`src/smbf_pkg.sv`:
```
// shared types, register map and microcode program of the seen-message filter
package smbf_pkg;

    typedef struct packed {
        logic        op;
        logic [31:0] page;
        logic [31:0] index;
        logic [31:0] msg_id;
        logic        activate_value;
    } smbf_req_t;

    typedef struct packed {
        logic handled;
        logic unseen;
        logic enabled;
        logic activated;
        logic skipping;
        logic dirty;
    } smbf_rsp_t;

    typedef struct packed {
        logic        filter_loaded;
        logic        direct_mode;
        logic [20:0] msg_count;
        logic        skip_unseen;
        logic        stop_on_unseen;
        logic        paused;
    } smbf_cfg_t;

    localparam int unsigned REG_AW = 5;

    typedef enum logic [2:0] {
        REG_FILTER_LOADED  = 3'd0,
        REG_DIRECT_MODE    = 3'd1,
        REG_MSG_COUNT      = 3'd2,
        REG_SKIP_UNSEEN    = 3'd3,
        REG_STOP_ON_UNSEEN = 3'd4,
        REG_PAUSED         = 3'd5
    } smbf_reg_t;

    localparam logic [31:0] KNUTH_MUL = 32'd2654435761;
    localparam int unsigned H1_SHIFT  = 7;
    localparam int unsigned H2_SHIFT  = 15;

    // remainder is built one 4-bit digit per step
    localparam int unsigned DIGIT_BITS = 4;
    localparam int unsigned DIGITS     = 32 / DIGIT_BITS;
    localparam int unsigned DIG_CNT_W  = $clog2(DIGITS);

    typedef logic [3:0] step_t;

    localparam step_t ST_CLR      = 4'd0;
    localparam step_t ST_IDLE     = 4'd1;
    localparam step_t ST_DISPATCH = 4'd2;
    localparam step_t ST_MODE     = 4'd3;
    localparam step_t ST_HASH1    = 4'd4;
    localparam step_t ST_HASH2    = 4'd5;
    localparam step_t ST_MODLD    = 4'd6;
    localparam step_t ST_MOD      = 4'd7;
    localparam step_t ST_RD       = 4'd8;
    localparam step_t ST_TS       = 4'd9;
    localparam step_t ST_WRAP     = 4'd10;
    localparam step_t ST_APPLY    = 4'd11;
    localparam step_t ST_DIRECT   = 4'd12;
    localparam step_t ST_FIN      = 4'd13;

    typedef enum logic [3:0] {
        COND_ALWAYS,
        COND_CLR_MORE,
        COND_NO_REQ,
        COND_NOT_EVENT,
        COND_DIRECT,
        COND_REJECT,
        COND_DIG_MORE,
        COND_PROBE_MORE,
        COND_OUT_BUSY
    } smbf_cond_t;

    typedef struct packed {
        smbf_cond_t cond;
        step_t      jump;
        step_t      next;
        logic       ready;
        logic       clr_wr;
        logic       set_act;
        logic       mul_page;
        logic       mul_index;
        logic       mod_load;
        logic       mod_step;
        logic       load_id;
        logic       mem_rd;
        logic       mem_ts;
        logic       wrap_fix;
        logic       apply;
        logic       emit;
    } smbf_ctrl_t;

    typedef struct packed {
        logic clr_more;
        logic not_event;
        logic direct;
        logic reject;
        logic dig_more;
        logic probe_more;
    } smbf_flags_t;

    // control store: jump taken when cond holds, else next
    function automatic smbf_ctrl_t ucode(input step_t s);
        smbf_ctrl_t w;
        w = '0;
        w.cond = COND_ALWAYS;
        unique case (s)
            ST_CLR: begin
                w.clr_wr = 1'b1;
                w.cond = COND_CLR_MORE; w.jump = ST_CLR; w.next = ST_IDLE;
            end
            ST_IDLE: begin
                w.ready = 1'b1;
                w.cond = COND_NO_REQ; w.jump = ST_IDLE; w.next = ST_DISPATCH;
            end
            ST_DISPATCH: begin
                w.set_act = 1'b1;
                w.cond = COND_NOT_EVENT; w.jump = ST_FIN; w.next = ST_MODE;
            end
            ST_MODE: begin
                w.cond = COND_DIRECT; w.jump = ST_DIRECT; w.next = ST_HASH1;
            end
            ST_HASH1: begin
                w.mul_page = 1'b1;
                w.jump = ST_HASH2; w.next = ST_HASH2;
            end
            ST_HASH2: begin
                w.mul_index = 1'b1;
                w.jump = ST_MODLD; w.next = ST_MODLD;
            end
            ST_MODLD: begin
                w.mod_load = 1'b1;
                w.jump = ST_MOD; w.next = ST_MOD;
            end
            ST_MOD: begin
                w.mod_step = 1'b1;
                w.cond = COND_DIG_MORE; w.jump = ST_MOD; w.next = ST_RD;
            end
            ST_RD: begin
                w.mem_rd = 1'b1;
                w.jump = ST_TS; w.next = ST_TS;
            end
            ST_TS: begin
                w.mem_ts = 1'b1;
                w.jump = ST_WRAP; w.next = ST_WRAP;
            end
            ST_WRAP: begin
                w.wrap_fix = 1'b1;
                w.cond = COND_PROBE_MORE; w.jump = ST_RD; w.next = ST_APPLY;
            end
            ST_APPLY: begin
                w.apply = 1'b1;
                w.jump = ST_FIN; w.next = ST_FIN;
            end
            ST_DIRECT: begin
                w.load_id = 1'b1;
                w.cond = COND_REJECT; w.jump = ST_FIN; w.next = ST_RD;
            end
            ST_FIN: begin
                w.emit = 1'b1;
                w.cond = COND_OUT_BUSY; w.jump = ST_FIN; w.next = ST_IDLE;
            end
            default: begin
                w.jump = ST_IDLE; w.next = ST_IDLE;
            end
        endcase
        return w;
    endfunction

endpackage

```
`src/smbf_seq.sv`:
```
// microcode sequencer: step counter, control store lookup and branch logic
module smbf_seq (
    input  logic                  aclk,
    input  logic                  aresetn,
    input  smbf_pkg::smbf_flags_t flags,
    input  logic                  req,
    input  logic                  out_busy,
    output smbf_pkg::smbf_ctrl_t  cw
);

    smbf_pkg::step_t step_reg, step_next;
    logic            taken;

    assign cw = smbf_pkg::ucode(step_reg);

    always_comb begin
        unique case (cw.cond)
            smbf_pkg::COND_ALWAYS:     taken = 1'b1;
            smbf_pkg::COND_CLR_MORE:   taken = flags.clr_more;
            smbf_pkg::COND_NO_REQ:     taken = !req;
            smbf_pkg::COND_NOT_EVENT:  taken = flags.not_event;
            smbf_pkg::COND_DIRECT:     taken = flags.direct;
            smbf_pkg::COND_REJECT:     taken = flags.reject;
            smbf_pkg::COND_DIG_MORE:   taken = flags.dig_more;
            smbf_pkg::COND_PROBE_MORE: taken = flags.probe_more;
            smbf_pkg::COND_OUT_BUSY:   taken = out_busy;
            default:                   taken = 1'b1;
        endcase
        step_next = taken ? cw.jump : cw.next;
    end

    always_ff @(posedge aclk) begin
        if (!aresetn) begin
            step_reg <= smbf_pkg::ST_CLR;
        end else begin
            step_reg <= step_next;
        end
    end

endmodule

```
`config.mk`:
```
export PLATFORM = sky130hd
export DESIGN_NAME = smbf_seq
export DESIGN_NICKNAME = d
export VERILOG_FILES = /design/src/smbf_pkg.sv /design/src/smbf_seq.sv
export SDC_FILE = /design/constraint.sdc
export NUM_CORES = 1
export LEC_CHECK = 0
export CAP_MARGIN = 20
export CORE_AREA = 2 2 39 41
export DETAILED_ROUTE_END_ITERATION = 7
export DIE_AREA = 0 0 41 43
export DONT_BUFFER_PORTS = 1
export PLACE_DENSITY = 0.65
export SKIP_CTS_REPAIR_TIMING = 1
export SLEW_MARGIN = 30
export SYNTH_ARGS = -nofsm -noshare
export SYNTH_HDL_FRONTEND = slang
export SYNTH_SLANG_ARGS = --single-unit
```
`constraint.sdc`:
```
create_clock -name aclk -period 1.9 [get_ports aclk]
set_input_delay 0.19 -clock aclk [delete_from_list [all_inputs] [get_ports aclk]]
set_output_delay 0.19 -clock aclk [all_outputs]
set_load 0.01 [all_outputs]
```
==> metrics.yaml, run 1 <==
design_area_sq_um: 622
clkSlewWorstSetupHoldPaths_ps: 40
status: "complete, no violations"
syn-cell-area_sq_um: 563
netlist.area_leader.share: 0.142
dieWidth_um: 41
power.density_nw_per_um2: 2320
fin_util: 0.449
initial_core_util: 0.407
grt_pass1_vias: 508
synth_cell_type_count: 27
fin_cells: 109
yosysTopAreaCell: "dfxtp_1"
critPathArrivalTime_ps: 1540
dp_hpwl_mm: 1.18
crit_type: "register to output pin"
synthesis.nets: 100
max_slew.worst_pin.slew_ps: 448
hold_depth: 2
postPlaceCellArea_sq_um: 599
dp_worst_setup_slack_ps: 205
grt_first_pass_wirelength_mm: 2.20
drtAntennaViolNets: 0
fmax_ghz: 0.577
relSlewSlack: 0.701
period_needed_ps: 1730
n_antenna_cell: 0
cts.sinks: 4
routedWlPerCell_um: 13.7
synth.yosys.seq_area_share: 0.142
synth-simple-area-share: 0.318
yosys_warnings: 0
route.vias.total: 597
r2r-end: "step_reg[2]"
synth_top_family_by_area: "simple AND/OR/NAND/NOR gates"
dieHeight_um: 43
slew_viol_final: 0
detail_route.vias_per_cell: 5.48
grt_max_degree: 15
worstHoldStart: "aresetn"
synth-adder-area-share: 0
rsz0062_at_grt: "false"
ys_ff_latch: 4
synth_ff_type: "dfxtp_1"
coreArea_sq_um: 1380
antenna_found_initial: 0
clkLatencyLatePin_ps: 240
drt_iter0_markers: 13
critPathRequiredTime_ps: 1710
die_area_sq_um: 1760
cts_tree: "built"
synth_top_cells_by_area: "dfxtp_1 14%, mux2i_1 11%, nor2_1 11%, nand2_1 9.3%, nand2b_1 5.6%"
first_pass_iters: 4
area_delta_synth_final_pct: 10.4
finalWirelength_mm: 1.49
synthMuxAreaShare: 0.107
ys_top_cells_by_count: "16 x nor2_1, 14 x nand2_1, 6 x a21oi_1, 6 x mux2i_1, 6 x o21ai_0"
period_share: 0.913
cp-end-kind: "output pin"
reg2reg_depth: 5
r2r-start: "step_reg[0]"
numCtsBuffers: 3
floorplan.rows: 14
yosys.cell_count.top_type: "nor2_1"
timing.final.ws_setup_ps: 166
syn_inst: 90
largest_reg_flops: 4
synthXorXnorAreaFrac: 0.0311
clockBufferDepth: 2
maxCapViolations: 0
skew_ps: 8.47
setup_violations: 0
hold_path_end: "step_reg[1]"
setup_tns_ps: 0
drive_gt1_frac: 0.172
synth-edff-count: 0
startpoint_type: "register"
synth.avg_cell_area_sq_um: 6.26
static-leakage-power_uw: 0.000272
synth_compound_area_frac: 0.264
final_nets: 105
ioPinCount: 35
hp-class: "input port to register"
final_hold_viol_count: 0
gp_congestion: 0.733
async_reset_ff_frac: 0
cp_max_fo: 14
dp_cells: 106
cts_root_buffer: "clkbuf_4"
ff2ff_setup_slack_ps: 190
grtUsageTotal: 0.179
htreeDepth: 1
peakVddDrop_uv: 997
overflow: 0
drc_errors: 0
io_buffers: 0
==> cell families (layout without fill, tap and decap cells) <==
kind of cell / Yosys count / count (layout)
AO/OA/AOI/OAI: 22 / 22
XOR/XNOR: 2 / 2
buffers and inverters: 15 / 18
flip-flops: 4 / 4
multiplexers: 6 / 6
AND/OR/NAND/NOR: 41 / 41
==> stage by stage <==
| step | hold slack, ps | total power (uW) |
|---|---|---|
| after floorplan | 511 | 1160 |
| after global placement | 334 | 1330 |
| after detailed placement | 338 | 1340 |
| after CTS | 93.2 | 1450 |
| after global routing | 115 | 1590 |
| final | 95.3 | 1440 |
==> power by group <==
group / internal [uW] / switching [uW]
clock network: 70.5 / 33.6
registers: 126 / 117
logic: 443 / 655
total: 639 / 805
==> how the worst max path moves through the flow <==
stage | startpoint | end | slack, ps | depth (start not counted)
global placement | step_reg[0] | step_reg[2] | 300 | 5
finish | step_reg[2] | cw[15] | 170 | 3
floorplan | step_reg[1] | step_reg[0] | 460 | 7
CTS | step_reg[2] | cw[15] | 160 | 3
detailed placement | step_reg[0] | step_reg[0] | 210 | 5
global route | step_reg[1] | cw[17] | 40 | 4
==> final cells by class <==
class                   count  area (sq um)
fillers                   156           762
repair buffers             10          75.1
inverters                   5          18.8
flip-flops and latches      4          80.1
clock buffers               3          22.5
multi-input cells          71           405
well taps                  16          20.0
==> layer usage <==
| metal | vias to the layer above | track usage | wire length, um |
|---|---|---|---|
| li1 | 303 | - | - |
| met1 | 270 | 0.228 | 663 |
| met2 | 24 | 0.269 | 672 |
| met3 | 0 | 0.0942 | 156 |
| met4 | 0 | 0.0200 | 0 |
| met5 | - | 0 | 0 |
==> layout by cell type (no fill, tap or decap), types with 2 or more instances in the layout <==
| cell | count |
|---|---|
| nor2_1 | 16 |
| nand2_1 | 14 |
| buf_4 | 10 |
| mux2i_1 | 6 |
| a21oi_1 | 6 |
| o21ai_0 | 6 |
| nand2b_1 | 5 |
| inv_1 | 4 |
| dfxtp_1 | 4 |
| nor3_1 | 3 |
| clkbuf_4 | 3 |
| xnor2_1 | 2 |
| a31oi_1 | 2 |
| a21o_1 | 2 |
==> worst max-delay path, stage by stage, from the launching register on <==
cell,delay [ps]
dfxtp_1,580
nand2b_1,280
mux2i_1,280
buf_4,170
Note: power is estimated with default switching activity, not from simulation.
==> inputs of run 2 (changes only) <==
==> constraint.sdc (replaced) <==
create_clock -name aclk -period 1.9 [get_ports aclk]
set_input_delay 0.285 -clock aclk [delete_from_list [all_inputs] [get_ports aclk]]
set_output_delay 0.285 -clock aclk [all_outputs]
set_load 0.01 [all_outputs]
==> metrics.yaml, run 2 (synthesis results as in run 1) <==
max_slew.worst_pin.slew_ps: 412
status: "complete, no violations"
cts_root_buffer: "clkbuf_4"
dp_hpwl_mm: 1.16
slew_viol_final: 0
final_nets: 102
postPlaceCellArea_sq_um: 577
period_needed_ps: 1760
power.density_nw_per_um2: 2340
clock_power_share: 0.074
p_switching_uw: 801
cp_max_fo: 13
initial_core_util: 0.407
startpoint_type: "register"
drc_errors: 0
coreArea_sq_um: 1380
grtUsageTotal: 0.179
clkLatencyLatePin_ps: 230
multi_input_area_sq_um: 409
cp-end-kind: "register"
io_buffers: 0
die_area_sq_um: 1760
finalWirelength_mm: 1.45
dp_worst_setup_slack_ps: 171
htreeDepth: 1
numCtsBuffers: 3
finalPower_uw: 1410
first_pass_iters: 4
seq_area_sq_um: 80.1
dieWidth_um: 41
route.vias.total: 583
drtAntennaViolNets: 0
overflow: 0
gp_congestion: 0.800
fin_cells: 106
cts.sinks: 4
design_area_sq_um: 603
peakVddDrop_uv: 881
period_share: 0.925
swShare: 0.566
largest_reg_flops: 4
intPower_uw: 613
floorplan.rows: 14
crit_type: "register to register"
ioPinCount: 35
n_antenna_cell: 0
pwr-share-comb: 0.776
relSlewSlack: 0.725
fmax_ghz: 0.569
routedWlPerCell_um: 13.7
dieHeight_um: 43
critPathArrivalTime_ps: 1910
grt_max_degree: 17
grt_first_pass_wirelength_mm: 2.17
clkSlewWorstSetupHoldPaths_ps: 40
area_delta_synth_final_pct: 7.11
critPathRequiredTime_ps: 2050
static-leakage-power_uw: 0.000258
skew_ps: 0.624
antenna_found_initial: 0
timing.final.ws_setup_ps: 142
fill_cells: 159
dp_cells: 103
setup_violations: 0
pwr-share-seq: 0.151
setup_tns_ps: 0
maxCapViolations: 0
hp-class: "input port to register"
cts_tree: "built"
layout_commonest_cell: "nor2_1"
final_cell_mix: "16 x nor2_1, 14 x nand2_1, 7 x buf_4, 6 x mux2i_1, 6 x o21ai_0"
drive_gt1_frac: 0.156
drt_iter0_markers: 8
grt_pass1_vias: 476
detail_route.vias_per_cell: 5.50
final_hold_viol_count: 0
rsz0062_at_grt: "false"
clockBufferDepth: 2
[run 2: layer usage]
| layer | up-vias | global-route usage | part of all wire |
|---|---|---|---|
| li1 | 299 | - | - |
| met4 | 0 | 0.100 | 0.010 |
| met5 | - | 0 | 0 |
| met1 | 257 | 0.215 | 0.42 |
| met2 | 25 | 0.266 | 0.47 |
| met3 | 2 | 0.0576 | 0.10 |
[run 2: worst max-delay path, stage by stage, from the launching register on]
cell,delay (ps)
dfxtp_1,560
nand2b_1,250
o32a_1,350
a2bb2oi_1,140
o211ai_2,140
mux2i_1,240
[run 2: worst paths after layout]
kind,to,startpoint,slack (ps),cells past startpoint
worst max-delay path,step_reg[1],step_reg[0],140,5
worst min-delay path,step_reg[3],aresetn,190,2
worst max register to register,step_reg[1],step_reg[0],140,5
worst min register to register,step_reg[0],step_reg[2],690,4
[run 2: final cells by class]
cell class                      count  share of cell area
Clock buffer                        3              0.0373
Multi-Input combinational cell     71               0.678
Sequential cell                     4               0.133
Tap cell                           16              0.0332
Inverter                            5              0.0311
Timing Repair Buffer                7              0.0871
[run 2: through the flow]
stage               hold slack, ps   util
CTS                            181  0.433
floorplan                      606      -
finish                         189  0.436
global route                   191  0.436
global placement               427  0.417
detailed placement             430  0.417
[run 2: power by group through the flow]
stage               sequential, uW  combinational (uW)  clock [uW]
floorplan                      148                1010           0
CTS                            211                1090         110
finish                         213                1100         104
global placement               208                1080           0
detailed placement             212                1090           0
global route                   225                1210         117
==> inputs of run 3 (changes only) <==
- clock period: 1.9 -> 1.75 ns (I/O delays scaled with it)
==> metrics.yaml, run 3 (synthesis results as in run 1) <==
worstHoldStart: "aresetn"
final_hold_viol_count: 0
fill_cells: 149
antenna_found_initial: 0
design_area_sq_um: 627
period_needed_ps: 1630
setup_tns_ps: 0
power.density_nw_per_um2: 2520
drt_iter0_markers: 24
max_slew.worst_pin.slew_ps: 384
static-leakage-power_uw: 0.000275
grtUsageMet2: 0.247
numCtsBuffers: 3
clockBufferDepth: 2
final_cell_mix: "16 x nor2_1, 14 x nand2_1, 10 x buf_4, 6 x mux2i_1, 6 x a21oi_1"
clkLatencyLatePin_ps: 230
largest_reg_flops: 4
fmax_ghz: 0.614
dp_worst_setup_slack_ps: 123
grt_first_pass_wirelength_mm: 2.08
die_area_sq_um: 1760
peakVddDrop_uv: 874
use_met3: 0.0471
drc_errors: 0
grt_pass1_vias: 494
slew_viol_final: 0
dp_hpwl_mm: 1.17
crit_chain: "nand2b_1 -> buf_4 -> o21ai_0 -> and2_1"
drtAntennaViolNets: 0
crit_start: "step_reg[2]"
hp-class: "input port to register"
dieHeight_um: 43
layout_commonest_cell: "nor2_1"
gp_congestion: 0.769
timing.final.ws_setup_ps: 122
finalWirelength_mm: 1.46
crit_type: "register to output pin"
route.vias.total: 595
area_delta_synth_final_pct: 11.3
crit_slowest_cell: "dfxtp_2"
cp-end-kind: "output pin"
routedWlPerCell_um: 13.4
floorplan.rows: 14
clkSlewWorstSetupHoldPaths_ps: 40
grtUsageTotal: 0.170
critPathRequiredTime_ps: 1490
cts_tree: "built"
io_buffers: 0
n_antenna_cell: 0
period_share: 0.930
drive_gt1_frac: 0.215
postPlaceCellArea_sq_um: 599
grt_max_degree: 14
max_stage_delay_ps: 370
cts_root_buffer: "clkbuf_4"
startpoint_type: "register"
cp_max_fo: 10
final_nets: 105
critPathArrivalTime_ps: 1370
maxCapViolations: 0
fin_util: 0.453
ioPinCount: 35
first_pass_iters: 4
grt_util_met1: 0.222
status: "complete, no violations"
htreeDepth: 1
overflow: 0
relSlewSlack: 0.736
r2r-start: "step_reg[3]"
rsz0062_at_grt: "false"
cts.sinks: 4
detail_route.vias_per_cell: 5.46
skew_ps: 1.14
dieWidth_um: 41
busiest_layer: "met2"
initial_core_util: 0.407
hold_ws_ps: 158
setup_violations: 0
coreArea_sq_um: 1380
==> run 3: cell count changes in the layout (fill, tap and decap cells not counted) <==
cell and delta:
a21oi_1 +1, a21oi_2 -1, dfxtp_2 +4, buf_4 +3, o21ai_0 -1, dfxtp_1 -4, o21ai_1 +1
==> run 3: stage by stage <==
| step | instances | power (uW) |
|---|---|---|
| after global placement | 106 | 1450 |
| after CTS | 109 | 1580 |
| after floorplan | 90 | 1250 |
| final | 109 | 1580 |
| after detailed placement | 106 | 1460 |
| after global routing | 109 | 1730 |
==> run 3: worst max-delay path, delay by kind of cell, from the launching register on <==
kind / cells / cell delay, ps
compound gates: 1 / 130
buf+inv: 1 / 180
flops: 1 / 370
simple gates: 2 / 450
==> run 3: layer usage <==
layer	up-vias	wire length (um)	share of wire
met5	-	0	0
li1	306	-	-
met2	26	695	0.48
met1	263	614	0.42
met4	0	0	0
met3	0	148	0.10
==> run 3: cell type report <==
type	count	area [sq um]	share of cell area
repair buffers	10	75.1	0.120
well taps	16	20.0	0.0319
inverters	5	18.8	0.0299
flip-flops and latches	4	85.1	0.136
clock buffers	3	22.5	0.0359
multi-input cells	71	405	0.647
==> run 3: power by group <==
part           internal (uW)  switching, uW  leakage (uW)  total, uW
registers                147            122     0.0000344        269
logic                    488            706      0.000226       1190
clock network           76.7           37.8     0.0000138        115
total                    712            866      0.000275       1580
==> run 3: worst paths after layout <==
path              cells past startpoint          end  slack (ps)
setup / recovery                      4       cw[18]         120
hold / removal                        2  step_reg[3]         160
setup reg to reg                      6  step_reg[2]         260
hold reg to reg                       4  step_reg[0]         730
